### config.mk
export PLATFORM = sky130hd
export DESIGN_NAME = csv_field_parser_top
export DESIGN_NICKNAME = d
export VERILOG_FILES = /design/src/design/csvfp_pkg.sv /design/src/design/csvfp_step.sv /design/src/design/csv_field_parser_top.sv
export SDC_FILE = /design/constraint.sdc
export NUM_CORES = 1
export LEC_CHECK = 0
export ABC_AREA = 0
export BUFFER_PORTS_ARGS = -buffer_cell sky130_fd_sc_hd__buf_2
export CAP_MARGIN = 20
export CORE_MARGIN = 1.5
export CORE_UTILIZATION = 40
export DETAILED_ROUTE_END_ITERATION = 8
export PLACE_DENSITY = 0.61
export RECOVER_POWER = 25
export SETUP_SLACK_MARGIN = 0.15
export SKIP_LAST_GASP = 1
export SYNTH_ARGS = -nofsm -noshare
export SYNTH_HDL_FRONTEND = slang
export SYNTH_SLANG_ARGS = --single-unit
### constraint.sdc
create_clock -name clock -period 2.4 [get_ports clock]
set_input_delay 0.36 -clock clock [delete_from_list [all_inputs] [get_ports clock]]
set_output_delay 0.36 -clock clock [all_outputs]
set_load 0.05 [all_outputs]
### src/design/csvfp_pkg.sv
// csvfp_pkg: shared types and byte codes for the CSV field parser.
// Used by csvfp_step and csv_field_parser_top; no dependencies.
package csvfp_pkg;

   localparam logic [7:0] CH_COMMA = 8'h2C;
   localparam logic [7:0] CH_QUOTE = 8'h22;
   localparam logic [7:0] CH_LF    = 8'h0A;
   localparam logic [7:0] CH_CR    = 8'h0D;
   localparam logic [7:0] CH_END   = 8'h00;

   typedef enum logic [2:0] {
      ST_LINE_START  = 3'd0,
      ST_FIELD_START = 3'd1,
      ST_PLAIN       = 3'd2,
      ST_QUOTED      = 3'd3,
      ST_AFTER_QUOTE = 3'd4
   } parse_state_type;

   typedef struct packed {
      logic [7:0] in_byte;
      logic       end_of_input;
   } csvfp_req_type;

   typedef struct packed {
      logic [7:0] char_out;
      logic       char_valid;
      logic       field_end;
      logic       record_end;
      logic       stream_end;
   } csvfp_rsp_type;

endpackage

### src/design/csvfp_step.sv
// csvfp_step: one parser step - next state and optional result word for one byte.
// Purely combinational; depends on csvfp_pkg.
module csvfp_step
   import csvfp_pkg::*;
(
   input  parse_state_type state,
   input  csvfp_req_type   item,
   output parse_state_type next_state,
   output logic            has_result,
   output csvfp_rsp_type   result
);

   logic [7:0]    ch;
   csvfp_rsp_type content_word;
   csvfp_rsp_type field_word;
   csvfp_rsp_type record_word;
   csvfp_rsp_type stream_word;

   always_comb begin
      ch = item.end_of_input ? CH_END : item.in_byte;

      content_word            = '0;
      content_word.char_out   = ch;
      content_word.char_valid = 1'b1;

      field_word           = '0;
      field_word.field_end = 1'b1;

      record_word            = field_word;
      record_word.record_end = 1'b1;

      stream_word            = '0;
      stream_word.stream_end = 1'b1;
   end

   always_comb begin
      next_state = state;
      has_result = 1'b0;
      result     = '0;
      if (ch != CH_CR) begin
         unique case (state)
            ST_PLAIN, ST_AFTER_QUOTE: begin
               priority if (state == ST_AFTER_QUOTE && ch == CH_QUOTE) begin
                  // doubled quote: one literal quote
                  has_result = 1'b1;
                  result     = content_word;
                  next_state = ST_QUOTED;
               end else if (ch == CH_COMMA) begin
                  has_result = 1'b1;
                  result     = field_word;
                  next_state = ST_FIELD_START;
               end else if (ch == CH_LF || ch == CH_END) begin
                  has_result = 1'b1;
                  result     = record_word;
                  next_state = ST_LINE_START;
               end else begin
                  has_result = 1'b1;
                  result     = content_word;
                  next_state = ST_PLAIN;
               end
            end
            ST_QUOTED: begin
               priority if (ch == CH_QUOTE) begin
                  next_state = ST_AFTER_QUOTE;
               end else if (ch == CH_END) begin
                  has_result = 1'b1;
                  result     = record_word;
                  next_state = ST_LINE_START;
               end else begin
                  has_result = 1'b1;
                  result     = content_word;
               end
            end
            default: begin
               // line start, field start, and unused codes taken as line start
               priority if (ch == CH_END && state != ST_FIELD_START) begin
                  has_result = 1'b1;
                  result     = stream_word;
                  next_state = ST_LINE_START;
               end else if (ch == CH_QUOTE) begin
                  next_state = ST_QUOTED;
               end else if (ch == CH_COMMA) begin
                  has_result = 1'b1;
                  result     = field_word;
                  next_state = ST_FIELD_START;
               end else if (ch == CH_LF || ch == CH_END) begin
                  has_result = 1'b1;
                  result     = record_word;
                  next_state = ST_LINE_START;
               end else begin
                  has_result = 1'b1;
                  result     = content_word;
                  next_state = ST_PLAIN;
               end
            end
         endcase
      end
   end

endmodule

### src/design/csv_field_parser_top.sv
// csv_field_parser_top: byte-serial CSV field and record splitter, top level.
// Depends on csvfp_pkg and csvfp_step.

// One raw byte per request word, one result word per byte at most. A request
// word is first captured in an input register; from there the parser step
// (a five-state machine: line start, field start, plain field, quoted field,
// after closing quote) decides the next state and the result, which is
// written to the output register. Throughput is one byte per cycle unless a
// byte with a result waits for a full output register that is not being
// drained. The output register lets a new byte be taken while a finished
// result waits for rsp_ready; bytes giving no result (carriage returns,
// quotes that open or close a quoted field) pass through without holding
// the pipe. A result word carries either a content byte (char_valid), a
// field end (field_end, with record_end on the last field of a line), or
// stream_end for end of input at line start. A zero byte or end_of_input
// counts as end of input; input after stream end starts a fresh stream.
module csv_field_parser_top
   import csvfp_pkg::*;
(
   input  logic          clock,
   input  logic          reset,
   input  logic          req_valid,
   output logic          req_ready,
   input  csvfp_req_type req_data,
   output logic          rsp_valid,
   input  logic          rsp_ready,
   output csvfp_rsp_type rsp_data
);

   // input register
   logic            in_valid_ff;
   logic            in_valid_in;
   csvfp_req_type   in_data_ff;

   // parser state
   parse_state_type state_ff;
   parse_state_type state_in;

   // output register
   logic            rsp_valid_ff;
   logic            rsp_valid_in;
   csvfp_rsp_type   rsp_data_ff;

   logic            has_result;
   csvfp_rsp_type   step_result;
   parse_state_type step_state;
   logic            out_free;
   logic            advance;
   logic            load_rsp;

   csvfp_step u_step (
      .state      (state_ff),
      .item       (in_data_ff),
      .next_state (step_state),
      .has_result (has_result),
      .result     (step_result)
   );

   // the held byte moves on if it makes no result or the output slot frees
   assign out_free  = !rsp_valid_ff || rsp_ready;
   assign advance   = in_valid_ff && (out_free || !has_result);
   assign load_rsp  = advance && has_result;
   assign req_ready = !in_valid_ff || advance;

   always_comb begin
      in_valid_in = req_ready ? req_valid : in_valid_ff;
      state_in    = advance ? step_state : state_ff;
      if (load_rsp) begin
         rsp_valid_in = 1'b1;
      end else if (rsp_ready) begin
         rsp_valid_in = 1'b0;
      end else begin
         rsp_valid_in = rsp_valid_ff;
      end
   end

   always_ff @(posedge clock) begin
      if (reset) begin
         in_valid_ff  <= 1'b0;
         state_ff     <= ST_LINE_START;
         rsp_valid_ff <= 1'b0;
      end else begin
         in_valid_ff  <= in_valid_in;
         state_ff     <= state_in;
         rsp_valid_ff <= rsp_valid_in;
      end
   end

   always_ff @(posedge clock) begin
      if (req_valid && req_ready) begin
         in_data_ff <= req_data;
      end
      if (load_rsp) begin
         rsp_data_ff <= step_result;
      end
   end

   assign rsp_valid = rsp_valid_ff;
   assign rsp_data  = rsp_data_ff;

   // a result word is exactly one of: content byte, field end, stream end
   a_rsp_kind_onehot: assert property (@(posedge clock) disable iff (reset)
      rsp_valid_ff |-> $onehot({rsp_data_ff.char_valid, rsp_data_ff.field_end,
                                rsp_data_ff.stream_end}))
      else $error("result word kind not one-hot");

   a_record_has_field: assert property (@(posedge clock) disable iff (reset)
      rsp_valid_ff && rsp_data_ff.record_end |-> rsp_data_ff.field_end)
      else $error("record end without field end");

   a_marker_no_char: assert property (@(posedge clock) disable iff (reset)
      rsp_valid_ff && !rsp_data_ff.char_valid |-> rsp_data_ff.char_out == CH_END)
      else $error("marker word carries a byte");

   a_record_to_line_start: assert property (@(posedge clock) disable iff (reset)
      load_rsp && (step_result.record_end || step_result.stream_end)
      |=> state_ff == ST_LINE_START)
      else $error("record or stream end not followed by line start");

   a_stall_holds_byte: assert property (@(posedge clock) disable iff (reset)
      in_valid_ff && !advance |=> in_valid_ff && $stable(in_data_ff)
                                   && $stable(state_ff))
      else $error("held byte lost while output stalled");

endmodule
# Word-level counts from Yosys, hierarchy flattened
# Cells that the tools add are included.
# op_classes
addsub,0
n_mul,0
n_div,0
order_cmp,0
n_eq_ne,9
shifts,0
muxes,23
bitwise,0
n_reduce_logical,16
# ops
op,count
12-bit 2-to-1 mux,7
12-bit case mux with 2 select lines,1
3-bit 2-to-1 mux,6
8-bit by 6-bit equality test with 1-bit output (second input constant),2
8-bit by 4-bit equality test with 1-bit output (second input constant),1
8-bit logical NOT,1
8-bit 2-to-1 mux,1
8-bit by 4-bit != test with 1-bit output (second input constant),1
3-bit by 2-bit equality test with 1-bit output (second input constant),2
3-bit by 1-bit != test with 1-bit output (second input constant),2
3-bit case mux with 2 select lines,1
1-bit logical AND,5
1-bit 2-to-1 mux,5
1-bit logical OR,4
3-bit equality test (second input constant),1
1-bit logical NOT,3
3-bit AND reduction,1
2-bit 2-to-1 mux,1
1-bit case mux with 2 select lines,1
2-bit nonzero test,1
2-bit OR reduction,1
# totals
register_bits,26
latch_bits,0
ramBits,0
rom_bits,0
input_bits,13
output_inout_bits,14
elab_cells,58
memories,0

# Logic depth before layout (Yosys ltp)
# logic_depth
depth_word,11
mapped_depth,6
ltp_nobuf,5

# Hierarchy
# Synthesis repeated with hierarchy kept, for this count alone.
# unflattened
cells_unflattened,109
hier_area_um2,1281.2
# by_module_without_submodules
module,n_inst,cells_each,area_each_um2,seq_area_each_um2
csv_field_parser_top,1,44,870.8,730.7
csvfp_step,1,65,410.4,0.0

# Worst setup path after synthesis
# Ideal clock, no wire load.
# synth_path
path_type,register to register
start,register in_data_ff[2] in the netlist's numbering
end,register in_data_ff[0] in the netlist's numbering (enable)
setup_time_ps,338
arrival_time_ps,2227
required_time_ps,2062
setup_slack_ps,-164
path_stages_with_launch,7
path_buffers,1
period_less_slack_ps,2564
path_cell_list,edfxtp_1 -> buf_6 -> nand4bb_1 -> o41a_2 -> nand2b_1 -> nand2b_1 -> and2_1
# synth_via
elab_chain_cells,11
elab_cells_between_ends,14
classes_between,eq/ne (2); mux (5); reduce/logical (7)
# synth_lines
item,line_no,source
from (decl),csv_field_parser_top.sv:33,csvfp_req_type in_data_ff;
from (signal assigned),csv_field_parser_top.sv:91,in_data_ff <= req_data;
8-bit 2-to-1 mux *,csvfp_step.sv:20,ch = item.end_of_input ? CH_END : item.in_byte;
8-bit by 6-bit equality test with 1-bit output / 8-bit logical NOT (equally long branches),--,
1-bit 2-to-1 mux / 1-bit logical AND (equally long branches),"csvfp_step.sv:80, csvfp_step.sv:76",
1-bit 2-to-1 mux,csvfp_step.sv:76,priority if (ch == CH_END && state != ST_FIELD_START) begin
1-bit case mux with 2 select lines,csvfp_step.sv:41,unique case (state)
1-bit 2-to-1 mux *,csvfp_step.sv:40,if (ch != CH_CR) begin
1-bit logical NOT *,csv_field_parser_top.sv:61,assign advance = in_valid_ff && (out_free || !has_result);
1-bit logical OR *,csv_field_parser_top.sv:61,
1-bit logical AND *,csv_field_parser_top.sv:61,
1-bit logical OR *,csv_field_parser_top.sv:63,assign req_ready = !in_valid_ff || advance;
net req_ready,csv_field_parser_top.sv:23,"output logic req_ready,"
1-bit logical AND *,csv_field_parser_top.sv:90,if (req_valid && req_ready) begin
# The timed path passes the listed nets; every way through them passes the cells marked *.
# A chain may end at the register's enable or synchronous reset.

# Worst setup path after layout
# layout_path
start,register in_data_ff[7] in the netlist's numbering
end,output req_ready
# layout_via
elab_chain_cells,10
elab_cells_between_ends,13
classes_between,eq/ne (2); mux (5); reduce/logical (6)
# layout_lines
item,line_no
8-bit 2-to-1 mux *,csvfp_step.sv:20
8-bit by 6-bit equality test with 1-bit output / 8-bit logical NOT (equally long branches),--
1-bit 2-to-1 mux / 1-bit logical AND (equally long branches),"csvfp_step.sv:80, csvfp_step.sv:76"
1-bit 2-to-1 mux,csvfp_step.sv:76
1-bit case mux with 2 select lines,csvfp_step.sv:41
1-bit 2-to-1 mux *,csvfp_step.sv:40
1-bit logical NOT *,csv_field_parser_top.sv:61
1-bit logical OR *,csv_field_parser_top.sv:61
1-bit logical AND *,csv_field_parser_top.sv:61
1-bit logical OR *,csv_field_parser_top.sv:63
to (decl),csv_field_parser_top.sv:23
# Every way passes the cells marked *; elsewhere a longest branch is shown, timed or not.

==> results.yml <==
power_and_ir_drop:
  power_switching_mw: 0.2339
  p_leak_nw: 0.6463
  p_sw_share_pct: 24.10
  power-per-cell-area_nw_per_um2: 555.2
  internal_power_mw: 0.7366
  peakVddDrop_mv: 0.3404
  pwr-share-seq_pct: 53.7
  combPwrFrac_pct: 16.0
  power.share.clock_pct: 30.3
  p_total_mw: 0.9705
timing:
  fin_crit_sh_pct: 94.46
  tns_ns: 0
  tightest_slew_ns: 0.9495
  setup_slack_ns: 0.1330
  rsz0062_at_grt: "true"
  hold_viol_final: 0
  clock_skew_ns: 0.001543
  setup_viol: 0
  fmax_mhz: 441.1
  timing.slew.headroom_pct: 36.47
  fin_crit_ns: 2.267
  drv_slew: 0
global_route:
  grt_pass1_vias: 1026
  grt_max_degree: 16
  grtUsageTotal_pct: 13.87
  gr-usage-met3_pct: 1.802
  grt_overflow: 0
  antenna_found_initial: 0
  grt_pass1_wl_um: 4388
  use_met1_pct: 16.80
  grt_busiest_layer: "met2"
  met2_usage_pct: 24.06
yosys:
  synth_cell_types: 45
  synthCells: 125
  synthTopCellsByArea: "edfxtp_1 (44%), dfxtp_1 (7.0%), a21oi_1 (3.5%), nor2_1 (3.1%), nor2b_1 (3.1%)"
  syn_area_um2: 1430
  yosys.area.top_type_share_pct: 44.09
  yosys_warnings: 0
  ys_seq_area_share_pct: 51.09
  synth-seq-cells: 26
  syn-mean-instance-area_um2: 11.44
  synth_edf_count: 21
  synth-async-reset-ratio_pct: 0
  syn-num-nets: 138
  synth_top_area_cell: "edfxtp_1"
  synth_ff_type: "edfxtp_1"
die:
  rows: 21
  die_area_um2: 3943
  ios: 27
  initial_core_util_pct: 42.19
  core_area_um2: 3390
  die_y_um: 62.80
  fp.dieW_um: 62.80
clock_tree:
  clk_latency_ns: 0.31
  cts_buffers: 3
  h-tree-depth: 1
  cts_tree: "done"
  clkSlewWorstSetupHoldPaths_ns: 0.14
  cts.sinks: 26
  clockBufferDepth: 2
  clockRootBuffer: "clkbuf_4"
cells_and_area:
  num-fill-cells: 299
  n_antenna_cell: 0
  area.growth.synth_to_final_pct: 22.22
  multi_input_area_um2: 661.9
  fin_nets: 176
  seq_area_um2: 730.7
  utilization_pct: 51.57
  drive_gt1_share_pct: 33.95
detailed_routing:
  drt_iter0_markers: 22
  totalWireLength_um: 2567
  ant_nets: 0
  vias_per_cell: 5.216
  vias: 1085
  first_pass_iters: 4
  wl_per_cell_um: 12.34
  drc: 0
worst_setup_path:
  cp-start-kind: "register"
  cp_max_fo: 3
  crit_arrival_ns: 1.91
  required_ns: 2.04
  path_class: "register to output pin"
  end_kind: "output pin"
run:
  maxCapViolCount: 0
outcome:
  status: "complete, no violations"
hold_path:
  min_path_type: "input pin to register"
placement:
  gp_congestion: 0.8193
  io_buffers: 26
  hpwl_um: 1960
  dp_slack_ns: 0.2064
[cells by family (layout without fill, tap and decap cells)]
family	Yosys count	in the layout	synth area share, %
xor+xnor	4	4	2.449
compound gates	31	31	18.11
mux	1	1	0.6999
simple gates	53	53	23.27
flops	26	26	51.09
buf+inv	10	47	4.374
[cell type report]
cell class / count / share of cell area, %
multi-input combinational: 89 / 37.87
inverter: 3 / 0.6442
timing repair buffer: 40 / 13.39
sequential: 26 / 41.80
clock buffer: 3 / 1.288
tap: 46 / 3.293
clock inverter: 1 / 1.718
[critical path, stage by stage (launching register included)]
cell      delay (ns)
edfxtp_1        0.42
or3_4           0.42
o41a_4          0.39
nand2b_4        0.09
nand2b_4        0.14
buf_8           0.14
[layer usage]
layer  wire (um)  share of wire [%]
met5           0                  0
met4          44                1.7
met3          99                3.9
met2        1296                 50
met1        1126                 44
[cell usage in the layout, fill, tap and decap left out, types with 2 or more instances in the layout]
cell	n
a31o_2	2
and2_1	2
a31oi_1	2
a21oi_1	10
nand3b_1	2
nand2_1	9
clkbuf_1	5
nor2b_1	7
nor2_1	12
nor3_1	3
nand2b_1	4
or3_1	2
clkbuf_4	3
dfxtp_1	5
buf_2	22
a21boi_0	2
xnor2_1	4
buf_4	12
edfxtp_1	21
nand2b_4	2
inv_1	3
[power by group through the flow]
stage	logic (mW)	clock network, mW	registers (mW)
floorplan	0.0780	0	0.565
global placement	0.139	0	0.535
detailed placement	0.141	0	0.536
CTS	0.156	0.305	0.522
global route	0.169	0.325	0.524
finish	0.155	0.294	0.521
[through the flow]
stage	cells	hold WS, ns	cell area [um^2]
floorplan	125	0.4291	1439
global placement	197	0.5229	1628
detailed placement	197	0.5358	1628
CTS	207	0.1939	1752
global route	208	0.1763	1748
finish	208	0.2075	1748
[worst paths after layout]
kind	start	endpoint	slack, ns	depth (start not counted)
worst max-delay path	in_data_ff[7]$_DFFE_PP_	req_ready	0.13	5
worst max register to register	in_data_ff[0]$_DFFE_PP_	rsp_data[7]$_SDFFCE_PN0P_	0.24	7
worst min-delay path	req_data[2]	in_data_ff[2]$_DFFE_PP_	0.21	1
worst min register to register	state_ff[1]$_SDFFE_PP0P_	state_ff[1]$_SDFFE_PP0P_	0.56	2
[flip-flops by register name (all words and copies together) (netlist names)]
signal	flops
state_ff	3
rsp_valid	1
in_valid_ff	1
in_data_ff	9
rsp_data	12
[what timing repair did]
item,4_1_cts,5_1_grt
setup endpoints to repair,1,13
hold buffers,0,0
pin swaps,1,0
resized for setup,5,0
buffers inserted,6,1
[synth_stat cells, types with 2 or more instances]
master     n
a21boi_0   2
a21oi_1   10
a31o_2     2
a31oi_1    2
and2_1     3
buf_2      2
buf_4      2
buf_6      2
dfxtp_1    5
edfxtp_1  21
inv_1      3
nand2_1    9
nand2b_1   6
nand3b_1   2
nor2_1    12
nor2b_1    7
nor3_1     3
or3_1      2
xnor2_1    4
(Power assumes the default switching activity.)
